[src/sv/u8u16_pkg.sv]
// Shared types and constants for the UTF-8 to UTF-16 decoder.
package u8u16_pkg;

    localparam int JOB_DEPTH_DEF = 4;

    localparam logic [15:0] REPLACEMENT_UNIT = 16'hFFFD;
    localparam logic [15:0] HIGH_SURR_BASE   = 16'hD800;
    localparam logic [15:0] LOW_SURR_BASE    = 16'hDC00;
    localparam logic [20:0] SUPP_BASE        = 21'h010000;
    localparam logic [20:0] MAX_CODE_POINT   = 21'h10FFFF;
    localparam logic [20:0] SURR_FIRST       = 21'h00D800;
    localparam logic [20:0] SURR_LAST        = 21'h00DFFF;
    localparam logic [20:0] MIN_TWO_BYTE     = 21'h000080;
    localparam logic [20:0] MIN_THREE_BYTE   = 21'h000800;

    typedef struct packed {
        logic [7:0] in_byte;
        logic       end_of_text;
    } byte_item_t;

    typedef struct packed {
        logic [15:0] code_unit;
        logic        is_replacement;
        logic        last_of_run;
    } unit_item_t;

    // One decoded byte: rep_count replacements first, then data_count real units.
    typedef struct packed {
        logic [2:0]  rep_count;
        logic [1:0]  data_count;
        logic [15:0] unit0;
        logic [15:0] unit1;
    } job_t;

endpackage

[src/sv/u8u16_front.sv]
// Byte classifier: tracks the pending sequence and builds at most one output job per byte.
module u8u16_front
    import u8u16_pkg::*;
(
    input  logic       clk,
    input  logic       rst_n,
    input  logic       push,
    input  byte_item_t byte_item,
    input  logic       job_ready,
    output logic       job_valid,
    output job_t       job
);

    logic [1:0]  pend_reg, pend_next;
    logic [2:0]  len_reg, len_next;
    logic [20:0] cp_reg, cp_next;

    logic        accept;
    logic [7:0]  b;
    logic        consumed;
    logic        bad;
    logic [20:0] cp_ext;
    logic [20:0] v;
    logic [2:0]  reps;
    logic [1:0]  datas;
    logic [15:0] u0;
    logic [15:0] u1;

    assign accept = push && job_ready;
    assign b      = byte_item.in_byte;

    always_comb
    begin
        pend_next = pend_reg;
        len_next  = len_reg;
        cp_next   = cp_reg;
        consumed  = 1'b0;
        bad       = 1'b0;
        reps      = 3'd0;
        datas     = 2'd0;
        u0        = REPLACEMENT_UNIT;
        u1        = REPLACEMENT_UNIT;
        cp_ext    = {cp_reg[14:0], b[5:0]};
        v         = cp_ext - SUPP_BASE;

        if (len_reg != 3'd0)
        begin
            if (b[7:6] == 2'b10 && pend_reg != 2'd0)
            begin
                consumed  = 1'b1;
                cp_next   = cp_ext;
                pend_next = pend_reg - 2'd1;
                if (pend_next == 2'd0)
                begin
                    bad = (len_reg == 3'd2 && cp_ext < MIN_TWO_BYTE) ||
                          (len_reg == 3'd3 && cp_ext < MIN_THREE_BYTE) ||
                          (len_reg == 3'd4 && cp_ext < SUPP_BASE) ||
                          cp_ext > MAX_CODE_POINT ||
                          (cp_ext >= SURR_FIRST && cp_ext <= SURR_LAST);
                    if (bad)
                        reps = len_reg;
                    else if (cp_ext < SUPP_BASE)
                    begin
                        datas = 2'd1;
                        u0    = cp_ext[15:0];
                    end
                    else
                    begin
                        datas = 2'd2;
                        u0    = HIGH_SURR_BASE + {6'd0, v[19:10]};
                        u1    = LOW_SURR_BASE + {6'd0, v[9:0]};
                    end
                    pend_next = 2'd0;
                    len_next  = 3'd0;
                    cp_next   = '0;
                end
            end
            else
            begin
                // broken sequence: replace each byte held so far
                if (len_reg >= {1'b0, pend_reg})
                    reps = len_reg - {1'b0, pend_reg};
                pend_next = 2'd0;
                len_next  = 3'd0;
                cp_next   = '0;
            end
        end

        if (!consumed)
        begin
            if (b[7] == 1'b0)
            begin
                datas = 2'd1;
                u0    = {8'd0, b};
            end
            else if (b[7:5] == 3'b110)
            begin
                cp_next   = {16'd0, b[4:0]};
                len_next  = 3'd2;
                pend_next = 2'd1;
            end
            else if (b[7:4] == 4'b1110)
            begin
                cp_next   = {17'd0, b[3:0]};
                len_next  = 3'd3;
                pend_next = 2'd2;
            end
            else if (b[7:3] == 5'b11110)
            begin
                cp_next   = {18'd0, b[2:0]};
                len_next  = 3'd4;
                pend_next = 2'd3;
            end
            else
                reps = reps + 3'd1;
        end

        // text cut off inside a sequence
        if (byte_item.end_of_text && len_next != 3'd0)
        begin
            if (len_next >= {1'b0, pend_next})
                reps = reps + (len_next - {1'b0, pend_next});
            pend_next = 2'd0;
            len_next  = 3'd0;
            cp_next   = '0;
        end
    end

    assign job.rep_count  = reps;
    assign job.data_count = datas;
    assign job.unit0      = u0;
    assign job.unit1      = u1;
    assign job_valid      = accept && (reps != 3'd0 || datas != 2'd0);

    always_ff @(posedge clk or negedge rst_n)
    begin
        if (!rst_n)
        begin
            pend_reg <= 2'd0;
            len_reg  <= 3'd0;
            cp_reg   <= '0;
        end
        else if (accept)
        begin
            pend_reg <= pend_next;
            len_reg  <= len_next;
            cp_reg   <= cp_next;
        end
    end

endmodule

[src/sv/u8u16_back.sv]
// Job queue and unit serializer: hands out one UTF-16 unit per pop.
module u8u16_back
    import u8u16_pkg::*;
#(
    parameter int JOB_DEPTH = JOB_DEPTH_DEF
)
(
    input  logic       clk,
    input  logic       rst_n,
    input  logic       job_valid,
    input  job_t       job,
    output logic       job_ready,
    input  logic       pop,
    output logic       empty,
    output unit_item_t unit_item
);

    localparam int PW = (JOB_DEPTH > 1) ? $clog2(JOB_DEPTH) : 1;
    localparam int CW = $clog2(JOB_DEPTH + 1);
    localparam logic [PW-1:0] LAST_PTR = PW'(JOB_DEPTH - 1);
    localparam logic [CW-1:0] FULL_CNT = CW'(JOB_DEPTH);

    job_t          jobs [JOB_DEPTH];
    logic [PW-1:0] wr_reg, wr_next;
    logic [PW-1:0] rd_reg, rd_next;
    logic [CW-1:0] cnt_reg, cnt_next;
    logic [1:0]    idx_reg, idx_next;

    job_t          head;
    logic          wr_en;
    logic          rd_en;
    logic          take;
    logic          is_rep;
    logic [2:0]    total;
    logic [1:0]    data_idx;
    logic          at_last;

    assign job_ready = (cnt_reg != FULL_CNT);
    assign empty     = (cnt_reg == '0);
    assign head      = jobs[rd_reg];

    assign total    = head.rep_count + {1'b0, head.data_count};
    assign is_rep   = {1'b0, idx_reg} < head.rep_count;
    assign data_idx = idx_reg - head.rep_count[1:0];
    assign at_last  = ({1'b0, idx_reg} + 3'd1) == total;

    assign unit_item.code_unit      = is_rep ? REPLACEMENT_UNIT :
                                      (data_idx[0] ? head.unit1 : head.unit0);
    assign unit_item.is_replacement = is_rep;
    assign unit_item.last_of_run    = at_last;

    assign take  = pop && !empty;
    assign wr_en = job_valid && job_ready;
    assign rd_en = take && at_last;

    always_comb
    begin
        wr_next  = wr_en ? ((wr_reg == LAST_PTR) ? '0 : wr_reg + PW'(1)) : wr_reg;
        rd_next  = rd_en ? ((rd_reg == LAST_PTR) ? '0 : rd_reg + PW'(1)) : rd_reg;
        cnt_next = cnt_reg + CW'(wr_en) - CW'(rd_en);
        idx_next = idx_reg;
        if (take)
            idx_next = at_last ? 2'd0 : idx_reg + 2'd1;
    end

    always_ff @(posedge clk)
    begin
        if (wr_en)
            jobs[wr_reg] <= job;
    end

    always_ff @(posedge clk or negedge rst_n)
    begin
        if (!rst_n)
        begin
            wr_reg  <= '0;
            rd_reg  <= '0;
            cnt_reg <= '0;
            idx_reg <= 2'd0;
        end
        else
        begin
            wr_reg  <= wr_next;
            rd_reg  <= rd_next;
            cnt_reg <= cnt_next;
            idx_reg <= idx_next;
        end
    end

endmodule

[src/sv/utf8_to_utf16_decoder.sv]
// Top level of the UTF-8 to UTF-16 stream decoder.
//
//  channel    handshake         payload
//  byte in    push / full       byte_item  (in_byte, end_of_text)
//  unit out   empty / pop       unit_item  (code_unit, is_replacement, last_of_run)
//
// One byte is taken per clock while the job queue has room; its units are
// queued in the same edge and reach the output behind any earlier queued units.
// Units leave one per pop, so a byte giving n units takes n pops; JOB_DEPTH
// jobs (bytes that gave units) can wait before full rises.
// Reset clears the sequence state and the queue; no clearing pass is needed.
module utf8_to_utf16_decoder
    import u8u16_pkg::*;
#(
    parameter int JOB_DEPTH = JOB_DEPTH_DEF
)
(
    input  logic       clk,
    input  logic       rst_n,
    input  logic       push,
    output logic       full,
    input  byte_item_t byte_item,
    output logic       empty,
    input  logic       pop,
    output unit_item_t unit_item
);

    logic job_valid;
    logic job_ready;
    job_t job;

    assign full = !job_ready;

    u8u16_front u_front (
        .clk       (clk),
        .rst_n     (rst_n),
        .push      (push),
        .byte_item (byte_item),
        .job_ready (job_ready),
        .job_valid (job_valid),
        .job       (job)
    );

    u8u16_back #(
        .JOB_DEPTH (JOB_DEPTH)
    ) u_back (
        .clk       (clk),
        .rst_n     (rst_n),
        .job_valid (job_valid),
        .job       (job),
        .job_ready (job_ready),
        .pop       (pop),
        .empty     (empty),
        .unit_item (unit_item)
    );

endmodule

[config.mk]
export PLATFORM = sky130hd
export DESIGN_NAME = utf8_to_utf16_decoder
export DESIGN_NICKNAME = d
export VERILOG_FILES = /design/src/sv/u8u16_pkg.sv /design/src/sv/u8u16_front.sv /design/src/sv/u8u16_back.sv /design/src/sv/utf8_to_utf16_decoder.sv
export SDC_FILE = /design/constraint.sdc
export NUM_CORES = 1
export LEC_CHECK = 0
export BUFFER_PORTS_ARGS = -buffer_cell sky130_fd_sc_hd__buf_2
export CORE_AREA = 2 2 150 152
export CTS_BUF_LIST = sky130_fd_sc_hd__clkbuf_8 sky130_fd_sc_hd__clkbuf_16
export DETAILED_ROUTE_END_ITERATION = 16
export DIE_AREA = 0 0 152 154
export GPL_TIMING_DRIVEN = 0
export HOLD_SLACK_MARGIN = 0.06
export SYNTH_ARGS = -nofsm -noshare
export SYNTH_HDL_FRONTEND = slang
export SYNTH_SLANG_ARGS = --single-unit
[constraint.sdc]
create_clock -name clk -period 13.3 [get_ports clk]
set_clock_uncertainty 0.1 [all_clocks]
set_input_delay 1.33 -clock clk [delete_from_list [all_inputs] [get_ports clk]]
set_output_delay 1.33 -clock clk [all_outputs]
set_load 0.02 [all_outputs]
# Word level (Yosys, flattened, before mapping)
# Memories as Yosys holds them, arrays and structs flattened.
# Cells that the tools add are included.
# word_totals
n_memories	1
mem_bits_rw	148
register_bits	35
romBits	0
latchBits	0
output_inout_bits	20
# mem_list
name	depth	width	rd	rd_clocked_by_memory_dff	write_ports	line_no	rtl
u_back.jobs	4	37	1	0	1	u8u16_back.sv:23	job_t jobs [JOB_DEPTH];
# classes
n_addsub	16
reduce_logical	25
mul	0
n_bitwise	0
div_mod_pow	0
order_cmp	9
n_shift	0
n_eq_ne	11
mux	67
# op_table
operator	count
$mux 16	14
$mux 21	9
$mux 3	21
$mux 2	19
$add 15x11->16 const A	2
$ge 21x16->1 const B	1
$gt 21x21->1 const B	1
$le 21x16->1 const B	1
$lt 21x12->1 const B	1
$lt 21x17->1 const B	1
$lt 21x8->1 const B	1
$sub 20x17->20 const B	1
$logic_and 1x1->1	11
$reduce_bool 3->1	3
$add 2x1->2 const B	3
$eq 2x2->1 const B	3
$eq 3x2->1 const B	2
$eq 3x3->1 const B	2
$ge 3x2->1	2
$sub 3x2->3	2
$eq 5x5->1 const B	1
$logic_or 1x1->1	5
$eq 4x4->1 const B	1
$mux 1	4
15 further kinds	17

# Depth between registers and ports, before layout
# logic_depth
word_depth	25
mapped_depth	25
mapped_depth_nobuf	25

# Cells and area by module
# From an unflattened synthesis, not the netlist that was laid out.
# unflattened
hier_cells	526
hier_area_um2	8179.1
# modules_own_cells
module	area_each_um2	cells_each	instances
u8u16_back	6231.0	296	1
u8u16_front	1944.4	229	1
utf8_to_utf16_decoder	3.8	1	1

# Worst setup path before layout
# No wires, ideal clock.
# synth_timing
path_kind	input -> register
startpoint	in byte_item[5] (netlist bit)
endpoint	mem u_back.jobs[0][0] (netlist bit), enable pin
arrival_time_ns	6.521
required_time_ns	12.779
setup_ns	0.421
slack_ns	6.258
stages	19
n_path_buf	1
cell_sequence	buf_4 -> nand2_1 -> nor4_2 -> mux2_1 -> a221oi_2 -> o22a_2 -> nor2_1 -> ha_1 -> nor2_1 -> nor2_1 -> fa_1 -> fa_1 -> xor2_1 -> nor4_1 -> a21oi_1 -> a2bb2oi_1 -> xnor2_2 -> o41ai_4 -> nor2_1
# synth_rtl
item	line_no	rtl
from (decl)	utf8_to_utf16_decoder.sv:22	input byte_item_t byte_item,
to (decl)	u8u16_back.sv:23	

==> summary.txt <==
Placement
  – Dpl hpwl: 11,800 µm
  – DP Worst Slack: 5.91 ns
  – Gpl congestion: ~0.9
  – Cell area after placement: 8070 µm²
  – IO Port Bufs: 29

Setup path
  – CP required: ~14 ns
  – Crit path max fanout: 10
  – Worst setup path category: in -> reg
  – Flop-to-flop setup slack: 6.95 ns
  – Crit start category: input port
  – Reg2Reg Depth: 25
  – Data arrival, critical path: between 7 and 8 ns
  – Reg-to-reg endpoint: u_back.cnt_reg[2]
  – Worst r2r src: u_front.len_reg[0]
  – CP Capture Type: flip-flop

Cells and area
  – # diodes: 0
  – Max reg flops: 128
  – Sequential cell area: ~4600 µm²
  – Post-route cell area: between 8000 and 9000 µm²
  – Area of the multi-input gates: between 2000 and 3000 µm²
  – Area delta synth->final: 15.7%
  – Fillers: 1,989
  – Share of layout cells above drive strength 1: around 24%
  – Final-stage net count: around 590

Route
  – Iter 0 DRT Violations: between 200 and 300
  – Via density: roughly 5.2
  – DRC viols: 0
  – DRT Wirelength: 16,600 µm
  – Post-DR wirelength/cell: 19.7 µm
  – DRT antenna net count: 0
  – Initial DRT Pass Iterations: 5
  – Vias: ~4,400

Power and ir drop
  – Comb power frac: approximately 38%
  – Sw Pwr: about 640 µW
  – P per Cell Area: around 210 nW/µm²
  – Worst IR drop on VDD: roughly 0.000082 V
  – Share of power burned in registers: a little over a third
  – Leak Pwr: 0.00290 µW
  – Switching share of power: 35.4%
  – Pint: ~1200 µW
  – Clock power share: ~26%

Die
  – Core area: around 22,000 µm²
  – Die area: 23,400 µm²
  – Starting Density: 34.4%
  – # IOs: 33
  – Row count: 54
  – Die width: about 150 µm
  – Die Y: between 150 and 200 µm

Logic synthesis
  – Mapped Cells: 500
  – YS warnings: 0
  – Yosys reg bits: ~160
  – Netlist cell types: 71
  – Main synth FF type: edfxtp_1
  – Mean post-synth cell area: between 10 and 15 µm²
  – Share of synthesized flip-flops with an asynchronous set or reset: 18.5%
  – Mapped Area: approximately 7500 µm²
  – Synth area leaders: edfxtp_1 52%, dfrtp_1 9.7%, mux4_2 9.7%
  – Synth top area share: 51.5%
  – Synthesized Nets: about 540
  – Dominant cell by count in the synthesized netlist: edfxtp_1
  – Seq/Total Area, Yosys: 61.2%
  – Synth cell count leaders: 128 x edfxtp_1, 37 x nand2_1, 32 x mux4_2
  – Area leader, netlist: edfxtp_1
  – EDFF count, synth: around 130

Clock network
  – CTS tree: built
  – Clock Sinks: roughly 160
  – # hold bufs at CTS: 0
  – Post-CTS Repair Setup Buffers: 0
  – CTS Buf Count: 17
  – Clock root cell: clkbuf_16
  – Clk slew on worst S/H paths: roughly 0.070 ns
  – Clock latency at the later pin of the worst-skew pair: roughly 0.42 ns
  – H-tree levels: 4
  – Longest Clk Path Bufs: 2
  – Post_cts resized: 0

STA
  – Hold Vio Cnt, Final: 0
  – RSZ-0062 raised after global routing: no
  – Fmax: 0.143 GHz
  – WHS: about 0.46 ns
  – Fin worst setup slack: 6.30 ns
  – Setup violators final: 0
  – Final Max Tran Viols: 0
  – Worst rel slew slack: between 20% and 30%
  – Final min period: about 7.0 ns
  – Setup_tns: 0 ns
  – Tcrit/Tclk final: 52.6%
  – Worst-Margin Slew: about 1.2 ns

Hold path
  – Hold Crit Depth: 2
  – Hold crit path type: reg -> reg
  – Worst Hold End: u_back.idx_reg[1]
  – Hold_sp: u_back.idx_reg[1]

GRT
  – GRT overflow: 0
  – Largest net degree at the start of global routing: 30
  – Vias in the first global route: around 4,600
  – Global-route wire length before repair: between 20,000 and 30,000 µm
  – Tot GR Track Use: 14.8%
  – Initial antenna violation count: 0

Run
  – Max-cap violations: 0

Outcome
  – Outcome: finished, final reports clean
-- critical path: stages --
cell	delay, ns
buf_4	0.18
nand2_1	0.18
nor4_2	0.48
mux2_1	0.41
a221oi_2	0.43
o22a_2	0.20
nor2_1	0.05
ha_1	0.32
nor2_1	0.05
nor2_1	0.17
fa_1	0.47
fa_1	0.41
xor2_1	0.25
nor4_1	0.08
a21oi_1	0.17
a2bb2oi_1	0.28
xnor2_2	0.16
o41ai_4	0.74
inv_1	0.10
ha_1	0.22
inv_1	0.07
fa_1	0.18
xnor2_1	0.14
xnor2_1	0.14
-- layout make-up --
class                      count  area share, %
tap                          280           4.06
multi-input combinational    290           31.2
inverter                      28           1.22
sequential                   157           52.9
clock buffer                  17           4.93
timing repair buffer          33           2.61
clock inverter                14           1.61
buffer                        25           1.41
-- cell usage in the layout (no fill, tap or decap), types with 4 or more instances in the layout --
| cell | netlist | final |
|---|---|---|
| o21ai_0 | 8 | 8 |
| dfrtp_1 | 29 | 29 |
| nor2_1 | 23 | 19 |
| fa_1 | 5 | 5 |
| edfxtp_1 | 128 | 128 |
| xnor2_1 | 6 | 6 |
| nand2_1 | 37 | 37 |
| nor3_1 | 7 | 7 |
| a21oi_1 | 15 | 15 |
| mux2i_1 | 11 | 11 |
| mux2_2 | 4 | 4 |
| or2_2 | 7 | 7 |
| a21boi_0 | 5 | 5 |
| buf_2 | 3 | 32 |
| clkbuf_1 | 13 | 13 |
| nor2_4 | 0 | 4 |
| nor4_1 | 4 | 4 |
| o22a_1 | 6 | 6 |
| clkbuf_16 | 0 | 17 |
| inv_1 | 28 | 29 |
| a22o_1 | 14 | 14 |
| clkinvlp_4 | 0 | 4 |
| a32oi_1 | 4 | 4 |
| buf_4 | 4 | 4 |
| mux4_2 | 32 | 32 |
| nand2b_1 | 15 | 15 |
| ha_1 | 21 | 21 |
| buf_12 | 0 | 4 |
| o22ai_1 | 4 | 4 |
| o21a_1 | 6 | 6 |
-- logic make-up (layout without fill, tap and decap cells) --
logic type / count (synthesis) / count (layout) / synth area share, %
buffers and inverters: 53 / 117 / 3.03
DFF: 157 / 157 / 61.2
AOI/OAI and AO/OA: 86 / 86 / 9.00
and+or+nand+nor: 121 / 121 / 8.82
adders and majority gates: 26 / 26 / 4.86
muxes: 48 / 48 / 11.9
xor gates and xnor gates: 9 / 9 / 1.16
-- per-layer routing --
metal,part of all wire [%],wire length [µm],GRT usage [%],up-vias
met1,44,7340,18.9,2266
met5,0,0,0,-
met2,51,8460,25.3,91
met4,1.6,261,4.72,0
li1,-,-,-,2032
met3,3.5,588,2.93,16
-- per-stage QoR --
stage,power (µW),std cells,util [%]
after floorplan,1140,500,-
after global placement,1320,809,36.7
final,1790,844,39.8
after CTS,1820,844,39.8
after detailed placement,1360,813,37.2
after global routing,1900,844,39.8
-- power by group through the flow --
stage / sequential [µW] / combinational (µW) / clock (µW)
5_1_grt: 662 / 749 / 489
6_report: 656 / 678 / 460
3_5_place_dp: 666 / 692 / 0
3_3_place_gp: 667 / 650 / 0
4_1_cts: 656 / 694 / 467
2_1_floorplan: 654 / 487 / 0
-- worst max-delay path by stage --
stage | from | to
floorplan | byte_item[5] | u_back.jobs[0][0]
global placement | byte_item[5] | u_back.jobs[2][16]
detailed placement | byte_item[5] | u_back.cnt_reg[2]
CTS | byte_item[5] | u_back.cnt_reg[2]
global route | byte_item[5] | u_back.cnt_reg[2]
finish | byte_item[5] | u_back.cnt_reg[2]
No activity file was read; power rests on OpenSTA's default activity.
